**src/hdl/red_pkg.sv**
```systemverilog
package red_pkg;

  // Fixed-point layout of the average: 13 integer bits, 16 fraction bits.
  localparam int unsigned FRAC_BITS = 16;
  localparam int unsigned LEN_W     = 13;
  localparam int unsigned AVG_W     = LEN_W + FRAC_BITS;
  localparam int unsigned PROB_W    = 16;

  // Occupancy above this is clamped before it enters the average.
  localparam logic [LEN_W-1:0] QUEUE_DEPTH = 13'd4096;

  // Saturation value of the count-plus-one register.
  localparam logic [PROB_W-1:0] COUNT_SAT = 16'hFFFF;

  // Probability one in Q0.16, as a 17-bit value.
  localparam logic [PROB_W:0] PROB_ONE = 17'h10000;

  // Long division of the band probability: one quotient bit per step.
  localparam int unsigned DIV_STEPS = PROB_W;
  localparam int unsigned STEP_W    = $clog2(DIV_STEPS);
  localparam logic [STEP_W-1:0] DIV_LAST = STEP_W'(DIV_STEPS - 1);

  // Shared multiplier operand and product widths.
  localparam int unsigned MUL_A_W = PROB_W + 1;
  localparam int unsigned MUL_B_W = AVG_W;
  localparam int unsigned MUL_P_W = MUL_A_W + MUL_B_W;

  // Configuration register indexes.
  localparam logic [2:0] REG_QUEUE_CAPACITY  = 3'd0;
  localparam logic [2:0] REG_WEIGHT_SHIFT    = 3'd1;
  localparam logic [2:0] REG_MIN_THRESHOLD   = 3'd2;
  localparam logic [2:0] REG_MAX_THRESHOLD   = 3'd3;
  localparam logic [2:0] REG_MAX_PROBABILITY = 3'd4;
  localparam logic [2:0] REG_ECN_ENABLE      = 3'd5;

  typedef enum logic [1:0] {
    VERDICT_ENQUEUE     = 2'd0,
    VERDICT_MARKED      = 2'd1,
    VERDICT_EARLY_DROP  = 2'd2,
    VERDICT_FORCED_DROP = 2'd3
  } verdict_t;

  typedef enum logic [3:0] {
    ST_IDLE,
    ST_AVG,
    ST_CLASS,
    ST_MUL1,
    ST_DIV,
    ST_MUL2,
    ST_MUL3,
    ST_DEC,
    ST_OUT
  } state_t;

endpackage

```
**src/hdl/red_enqueue_decision.sv**
```systemverilog
// RED enqueue decision for one queue.
// Each input transaction on in_* carries the current queue length and a random
// word; the block answers with one output transaction on out_* holding the
// verdict (enqueue, enqueue with ECN mark, early drop, forced drop) and the
// integer part of the updated average queue length.
// The cfg_* channel writes the six configuration registers; it is always ready
// and should be used only while no arrival is in flight.
// One arrival is processed at a time and in_tready is high only while the
// sequencer is idle. A forced drop goes from ST_AVG to ST_OUT and an average
// outside the marking band goes through ST_CLASS to ST_OUT; an average inside
// the band also passes the 16-step shift-subtract divider that forms the band
// probability and makes three passes through the shared 17x29 multiplier.
// The result sits in an output register, so the next arrival is accepted while
// it waits; if the receiver stalls, the following result waits in the
// sequencer until the output register is free.
// Reset (rst_n low, synchronous) clears the average to zero, the count to
// minus one, the output valid flag, and loads the default register values.
module red_enqueue_decision (
  input  logic        clk,
  input  logic        rst_n,
  // Input: [12:0] queue_length, [28:13] random_word, [31:29] zero
  input  logic        in_tvalid,
  output logic        in_tready,
  input  logic [31:0] in_tdata,
  // Output: [1:0] verdict, [14:2] average_length, [15] zero
  output logic        out_tvalid,
  input  logic        out_tready,
  output logic [15:0] out_tdata,
  // Configuration write channel
  input  logic        cfg_valid,
  output logic        cfg_ready,
  input  logic [2:0]  cfg_index,
  input  logic [15:0] cfg_data
);

  import red_pkg::*;

  // Configuration registers
  logic [LEN_W-1:0]  queue_capacity_r;
  logic [3:0]        weight_shift_r;
  logic [LEN_W-1:0]  min_threshold_r;
  logic [LEN_W-1:0]  max_threshold_r;
  logic [PROB_W-1:0] max_probability_r;
  logic              ecn_enable_r;

  // Sequencer and persistent state
  state_t            state_r, state_nxt;
  logic [AVG_W-1:0]  avg_r, avg_nxt;
  logic [PROB_W-1:0] cpo_r, cpo_nxt;
  logic              out_valid_r, out_valid_nxt;

  // Working registers of one arrival
  logic [LEN_W-1:0]   qlen_r, qlen_nxt;
  logic [PROB_W-1:0]  rnd_r, rnd_nxt;
  verdict_t           verdict_r, verdict_nxt;
  logic [AVG_W-1:0]   rem_r, rem_nxt;
  logic [PROB_W-1:0]  quo_r, quo_nxt;
  logic [STEP_W-1:0]  step_r, step_nxt;
  logic [MUL_P_W-1:0] prod_r, prod_nxt;
  logic               certain_r, certain_nxt;
  logic [15:0]        out_data_r, out_data_nxt;

  // Shared multiplier
  logic [MUL_A_W-1:0] mul_a;
  logic [MUL_B_W-1:0] mul_b;
  logic [MUL_P_W-1:0] mul_p;

  // Combinational helpers
  logic [LEN_W-1:0] q_sat;
  logic [AVG_W-1:0] avg_upd;
  logic [AVG_W-1:0] hi_w, lo_w, span_w;
  logic [AVG_W:0]   div_shift;
  logic [AVG_W:0]   div_diff;
  verdict_t         mark_verdict;

  assign in_tready  = (state_r == ST_IDLE);
  assign cfg_ready  = 1'b1;
  assign out_tvalid = out_valid_r;
  assign out_tdata  = out_data_r;

  // Configuration register writes
  always_ff @(posedge clk) begin
    if (!rst_n) begin
      queue_capacity_r  <= 13'd4096;
      weight_shift_r    <= 4'd9;
      min_threshold_r   <= 13'd5;
      max_threshold_r   <= 13'd15;
      max_probability_r <= 16'd6554;
      ecn_enable_r      <= 1'b0;
    end else if (cfg_valid && cfg_ready) begin
      case (cfg_index)
        REG_QUEUE_CAPACITY:  queue_capacity_r  <= cfg_data[LEN_W-1:0];
        REG_WEIGHT_SHIFT:    weight_shift_r    <= cfg_data[3:0];
        REG_MIN_THRESHOLD:   min_threshold_r   <= cfg_data[LEN_W-1:0];
        REG_MAX_THRESHOLD:   max_threshold_r   <= cfg_data[LEN_W-1:0];
        REG_MAX_PROBABILITY: max_probability_r <= cfg_data;
        REG_ECN_ENABLE:      ecn_enable_r      <= cfg_data[0];
        default: ;
      endcase
    end
  end

  // Average update: avg - (avg >> s) + ((q << 16) >> s), q clamped to the depth.
  assign q_sat   = (qlen_r > QUEUE_DEPTH) ? QUEUE_DEPTH : qlen_r;
  assign avg_upd = avg_r - (avg_r >> weight_shift_r)
                   + ({q_sat, {FRAC_BITS{1'b0}}} >> weight_shift_r);

  // Thresholds in the fixed-point format of the average.
  assign hi_w   = {max_threshold_r, {FRAC_BITS{1'b0}}};
  assign lo_w   = {min_threshold_r, {FRAC_BITS{1'b0}}};
  assign span_w = {max_threshold_r - min_threshold_r, {FRAC_BITS{1'b0}}};

  // One step of the restoring divider.
  assign div_shift = {rem_r, quo_r[PROB_W-1]};
  assign div_diff  = div_shift - {1'b0, span_w};

  assign mark_verdict = ecn_enable_r ? VERDICT_MARKED : VERDICT_EARLY_DROP;

  assign mul_p = MUL_P_W'(mul_a) * MUL_P_W'(mul_b);

  // Next state and datapath control
  always_comb begin
    state_nxt     = state_r;
    avg_nxt       = avg_r;
    cpo_nxt       = cpo_r;
    qlen_nxt      = qlen_r;
    rnd_nxt       = rnd_r;
    verdict_nxt   = verdict_r;
    rem_nxt       = rem_r;
    quo_nxt       = quo_r;
    step_nxt      = step_r;
    prod_nxt      = prod_r;
    certain_nxt   = certain_r;
    out_data_nxt  = out_data_r;
    out_valid_nxt = out_valid_r && !out_tready;
    mul_a         = '0;
    mul_b         = '0;

    case (state_r)
      ST_IDLE: begin
        if (in_tvalid) begin
          qlen_nxt  = in_tdata[LEN_W-1:0];
          rnd_nxt   = in_tdata[LEN_W+PROB_W-1:LEN_W];
          state_nxt = ST_AVG;
        end
      end

      // Forced drop leaves the average alone; otherwise fold in the sample.
      ST_AVG: begin
        if (qlen_r >= queue_capacity_r) begin
          verdict_nxt = VERDICT_FORCED_DROP;
          cpo_nxt     = '0;
          state_nxt   = ST_OUT;
        end else begin
          avg_nxt   = avg_upd;
          state_nxt = ST_CLASS;
        end
      end

      // Place the new average against the band.
      ST_CLASS: begin
        if (avg_r > hi_w) begin
          verdict_nxt = mark_verdict;
          cpo_nxt     = 16'd1;
          state_nxt   = ST_OUT;
        end else if (avg_r > lo_w) begin
          cpo_nxt   = (cpo_r != COUNT_SAT) ? cpo_r + 16'd1 : cpo_r;
          state_nxt = ST_MUL1;
        end else begin
          verdict_nxt = VERDICT_ENQUEUE;
          cpo_nxt     = '0;
          state_nxt   = ST_OUT;
        end
      end

      // Numerator of p_b, loaded straight into the divider.
      ST_MUL1: begin
        mul_a     = {1'b0, max_probability_r};
        mul_b     = avg_r - lo_w;
        rem_nxt   = mul_p[AVG_W+PROB_W-1:PROB_W];
        quo_nxt   = mul_p[PROB_W-1:0];
        step_nxt  = '0;
        state_nxt = ST_DIV;
      end

      // p_b = numerator / span, one quotient bit per cycle.
      ST_DIV: begin
        if (!div_diff[AVG_W]) begin
          rem_nxt = div_diff[AVG_W-1:0];
        end else begin
          rem_nxt = div_shift[AVG_W-1:0];
        end
        quo_nxt  = {quo_r[PROB_W-2:0], !div_diff[AVG_W]};
        step_nxt = step_r + STEP_W'(1);
        if (step_r == DIV_LAST) begin
          state_nxt = ST_MUL2;
        end
      end

      // count * p_b
      ST_MUL2: begin
        mul_a     = {1'b0, cpo_r - 16'd1};
        mul_b     = MUL_B_W'(quo_r);
        prod_nxt  = mul_p;
        state_nxt = ST_MUL3;
      end

      // random < floor(p_b * 2^16 / d) holds exactly when (random + 1) * d <= p_b * 2^16,
      // with d = 1 - count * p_b; a product of one or more makes the mark certain.
      ST_MUL3: begin
        certain_nxt = (prod_r[MUL_P_W-1:FRAC_BITS] != '0);
        mul_a       = {1'b0, rnd_r} + MUL_A_W'(1);
        mul_b       = MUL_B_W'(PROB_ONE - prod_r[PROB_W:0]);
        prod_nxt    = mul_p;
        state_nxt   = ST_DEC;
      end

      ST_DEC: begin
        if (certain_r || (prod_r <= MUL_P_W'({quo_r, {FRAC_BITS{1'b0}}}))) begin
          verdict_nxt = mark_verdict;
          cpo_nxt     = 16'd1;
        end else begin
          verdict_nxt = VERDICT_ENQUEUE;
        end
        state_nxt = ST_OUT;
      end

      // Hand the result to the output register once it is free.
      ST_OUT: begin
        if (!out_valid_r || out_tready) begin
          out_valid_nxt = 1'b1;
          out_data_nxt  = {1'b0, avg_r[AVG_W-1:FRAC_BITS], verdict_r};
          state_nxt     = ST_IDLE;
        end
      end

      default: begin
        state_nxt = ST_IDLE;
      end
    endcase
  end

  // Control state and the persistent average and count
  always_ff @(posedge clk) begin
    if (!rst_n) begin
      state_r     <= ST_IDLE;
      avg_r       <= '0;
      cpo_r       <= '0;
      out_valid_r <= 1'b0;
    end else begin
      state_r     <= state_nxt;
      avg_r       <= avg_nxt;
      cpo_r       <= cpo_nxt;
      out_valid_r <= out_valid_nxt;
    end
  end

  // Payload registers
  always_ff @(posedge clk) begin
    qlen_r     <= qlen_nxt;
    rnd_r      <= rnd_nxt;
    verdict_r  <= verdict_nxt;
    rem_r      <= rem_nxt;
    quo_r      <= quo_nxt;
    step_r     <= step_nxt;
    prod_r     <= prod_nxt;
    certain_r  <= certain_nxt;
    out_data_r <= out_data_nxt;
  end

endmodule

```
**config.mk**
```make
export PLATFORM = sky130hd
export DESIGN_NAME = red_enqueue_decision
export DESIGN_NICKNAME = d
export VERILOG_FILES = /design/src/hdl/red_pkg.sv /design/src/hdl/red_enqueue_decision.sv
export SDC_FILE = /design/constraint.sdc
export NUM_CORES = 2
export LEC_CHECK = 0
export BUFFER_PORTS_ARGS = -buffer_cell sky130_fd_sc_hd__buf_2
export CORE_MARGIN = 2
export CORE_UTILIZATION = 55
export DETAILED_ROUTE_END_ITERATION = 16
export PLACE_DENSITY = 0.8
export SLEW_MARGIN = 20
export SYNTH_ARGS = -nofsm -noshare
export SYNTH_HDL_FRONTEND = slang
export SYNTH_SLANG_ARGS = --single-unit
```
**constraint.sdc**
```tcl
create_clock -name clk -period 9.9 [get_ports clk]
set_input_delay 2.97 -clock clk [delete_from_list [all_inputs] [get_ports clk]]
set_output_delay 2.97 -clock clk [all_outputs]
set_load 0.02 [all_outputs]
```
==> results_dict.tcl <==
set metrics [dict create \
    clock_latency_ns 0.57 \
    synth.net_count 4578 \
    synthDistinctLibCells 96 \
    worst_setup_path_start_kind "flop" \
    drt_first_iter_violations 2401 \
    initial_core_util 0.554 \
    portBuffers 69 \
    worstPathRequired_ns 10.21 \
    cts_setup_buffers 0 \
    finClkSkew_ns 0.0179 \
    synth-main-ff-cell "edfxtp_1" \
    hold_viol 0 \
    via_per_inst 5.90 \
    cts_htree_levels 1 \
    tightest_slew_ns 1.11 \
    ctsHoldBuffers 0 \
    synthesis.area_um2 33200 \
    drc 0 \
    r2r_cells 25 \
    p_total_mw 5.66 \
    grt_start_max_net_pins 72 \
    power_leakage_nw 16.4 \
    drt_first_pass_iters 6 \
    die_h_um 250 \
    dieArea_um2 62400 \
    slew_headroom 0.260 \
    io_pins 75 \
    layout_worst_path_cycle_share 0.948 \
    antenna_cells 0 \
    cts-root-buf "clkbuf_16" \
    end_kind "flop" \
    hp-class "flop to flop" \
    syn_to_final_growth_pct 6.35 \
    cts_max_path_buffers 3 \
    synth.avg_cell_area_um2 8.63 \
    vias 27400 \
    cts_made_buffers 28 \
    power_density_nw_per_um2 160 \
    post-route-min-period_ns 9.39 \
    slew_viol_final 0 \
    whs_path_depth 0 \
    cp.arrival_ns 9.70 \
    gr-total-overflow 0 \
    cts_num_sinks 252 \
    ys_seq_elements 252 \
    cts_tree "yes" \
    synth_edf_count 142 \
    yosys_warnings 0 \
    place.gp.congestion 0.959 \
    clock.fmax_ghz 0.107 \
    yosysSeqAreaShare 0.194 \
    vdd_drop_max_mv 0.175 \
    core.rowCount 90 \
    drtAntennaViolNets 0 \
    place_hpwl_um 71000 \
    grt_pass1_vias 27600 \
    netlist_instances 3854 \
    clkTransAtPathRegs_ns 0.06 \
    routedWlPerCell_um 19.6 \
    finalSetupViolCount 0 \
    wl_um 91000 \
    die_w_um 250 \
    final_net_count 4558 \
    hold_ws_ns 0.454 \
    rsz0062_at_grt "no" \
    grt_pass1_wl_um 147000 \
    ys_async_sr_fraction 0 \
    core_area_um2 60000 \
    antenna_found_initial 1 \
    grtUsageTotal 0.294 \
    cts-resized-gates 0 \
    maxCapViolCount 0 \
    drive_above_1_share 0.0721 \
    path_max_fanout 22 \
    tns_ns 0 \
    status "completed" \
    critical_path_class "flop to flop" \
]
==> report_power, final <==
group | switching [mW] | leakage (nW) | internal, mW | total [mW]
logic | 1.81 | 13.8 | 1.28 | 3.09
clock network | 0.459 | 0.474 | 0.638 | 1.10
registers | 0.206 | 2.20 | 1.27 | 1.47
total | 2.48 | 16.4 | 3.18 | 5.66
==> layer usage <==
layer | vias to the layer above | part of all wire | global-route usage
li1 | 12400 | - | -
met1 | 13500 | 0.39 | 0.379
met2 | 1250 | 0.47 | 0.489
met3 | 240 | 0.088 | 0.0504
met4 | 0 | 0.049 | 0.126
met5 | - | 0 | 0
==> stage by stage <==
| stage | instances | util | setup slack [ns] | instance area, um2 |
|---|---|---|---|---|
| after floorplan | 3854 | - | 1.91 | 33200 |
| after global placement | 4586 | 0.573 | 0.777 | 34400 |
| after detailed placement | 4586 | 0.573 | 0.727 | 34400 |
| after CTS | 4638 | 0.589 | 0.682 | 35400 |
| after global routing | 4638 | 0.589 | 0.0259 | 35400 |
| final | 4638 | 0.589 | 0.512 | 35400 |
==> critical path: stages (launching register included) <==
cell       delay [ns]
dfxtp_1          0.54
nand2b_1         0.32
nor2_1           0.25
nand2_1          0.47
nor2_1           0.40
a211o_1          0.83
nand2_1          0.18
fa_1             0.57
inv_1            0.05
fa_1             0.47
fa_1             0.54
fa_1             0.54
fa_1             0.55
inv_1            0.06
fa_1             0.54
inv_1            0.05
ha_1             0.40
a21o_1           0.28
a221oi_2         0.31
a21boi_1         0.13
a2111oi_0        0.54
o31ai_1          0.17
a21oi_1          0.37
o21ai_1          0.19
a41oi_1          0.25
xnor2_1          0.12
==> logic make-up after synthesis <==
logic type      count (synthesis)  share of synthesized area
simple gates                 1244                      0.166
buf+inv                       833                     0.0961
fa+ha+maj                     668                      0.350
compound gates                613                      0.120
flops                         252                      0.194
xor+xnor                      138                     0.0366
mux                           104                     0.0370
other cells                     2                   0.000226
==> registers in the layout (all words and copies together), names as in the netlist, 15 cells and up <==
name,cells
prod_r,46
max_probability_r,16
out_tdata,15
quo_r,16
avg_r,29
rnd_r,16
rem_r,29
cpo_r,16
==> cell usage after synthesis (all sizes together), types with 8 or more instances <==
master,instances,area (um2)
o21ai,139,696
nand4,27,169
nor2,218,818
and3,27,169
xnor2,85,752
or2,8,50.1
ha,233,2920
nand3,52,260
and2,77,482
mux2i,69,691
nor2b,41,257
buf,50,245
xor2,53,464
a21o,70,528
a22oi,23,173
a211oi,29,218
a21boi,8,60.1
clkbuf,132,508
nor3,44,230
edfxtp,142,4260
fa,435,8710
o211ai,21,158
mux2,22,248
o21a,24,180
o22ai,10,62.6
inv,650,2440
mux4,13,293
dfxtp,110,2200
nor4,23,156
nand2b,22,138
a21oi,176,892
or3,10,62.6
a31oi,35,240
nand2,672,2520
==> path summary, 6_finish.rpt <==
check	start	end	slack [ns]
hold / removal	verdict_r[0]$_DFFE_PP_	out_tdata[0]$_DFFE_PP_	0.45
setup reg to reg	state_r[2]$_SDFFE_PN0P_	prod_r[45]$_DFFE_PP_	0.51
setup / recovery	state_r[2]$_SDFFE_PN0P_	prod_r[45]$_DFFE_PP_	0.51
hold reg to reg	verdict_r[0]$_DFFE_PP_	out_tdata[0]$_DFFE_PP_	0.45
==> layout by cell type (no fill, tap or decap), types with 22 or more instances in the layout <==
cell	instances
a31oi_1	33
nor3_1	39
ha_1	233
and3_1	26
o21a_1	24
xor2_1	53
nand2_1	670
nor2_1	216
xnor2_1	84
a22oi_1	23
nor2b_1	41
fa_1	435
nand3_1	52
a21o_1	68
a211oi_1	29
mux2_2	22
buf_2	69
nand4_1	27
dfxtp_1	107
clkbuf_16	32
inv_1	648
nand2b_1	22
edfxtp_1	142
a21oi_1	173
and2_1	76
mux2i_1	69
buf_4	62
o21ai_0	113
==> cell type report <==
cell class                      instances  area (um2)
Tap cell                              782         978
Fill cell                            5121       24700
Clock buffer                           39         867
Multi-Input combinational cell       2769       23700
Sequential cell                       252        6470
Inverter                              651        2440
Timing Repair Buffer                  132         831
Clock inverter                         13         104
Note: power is estimated with default switching activity, not from simulation.
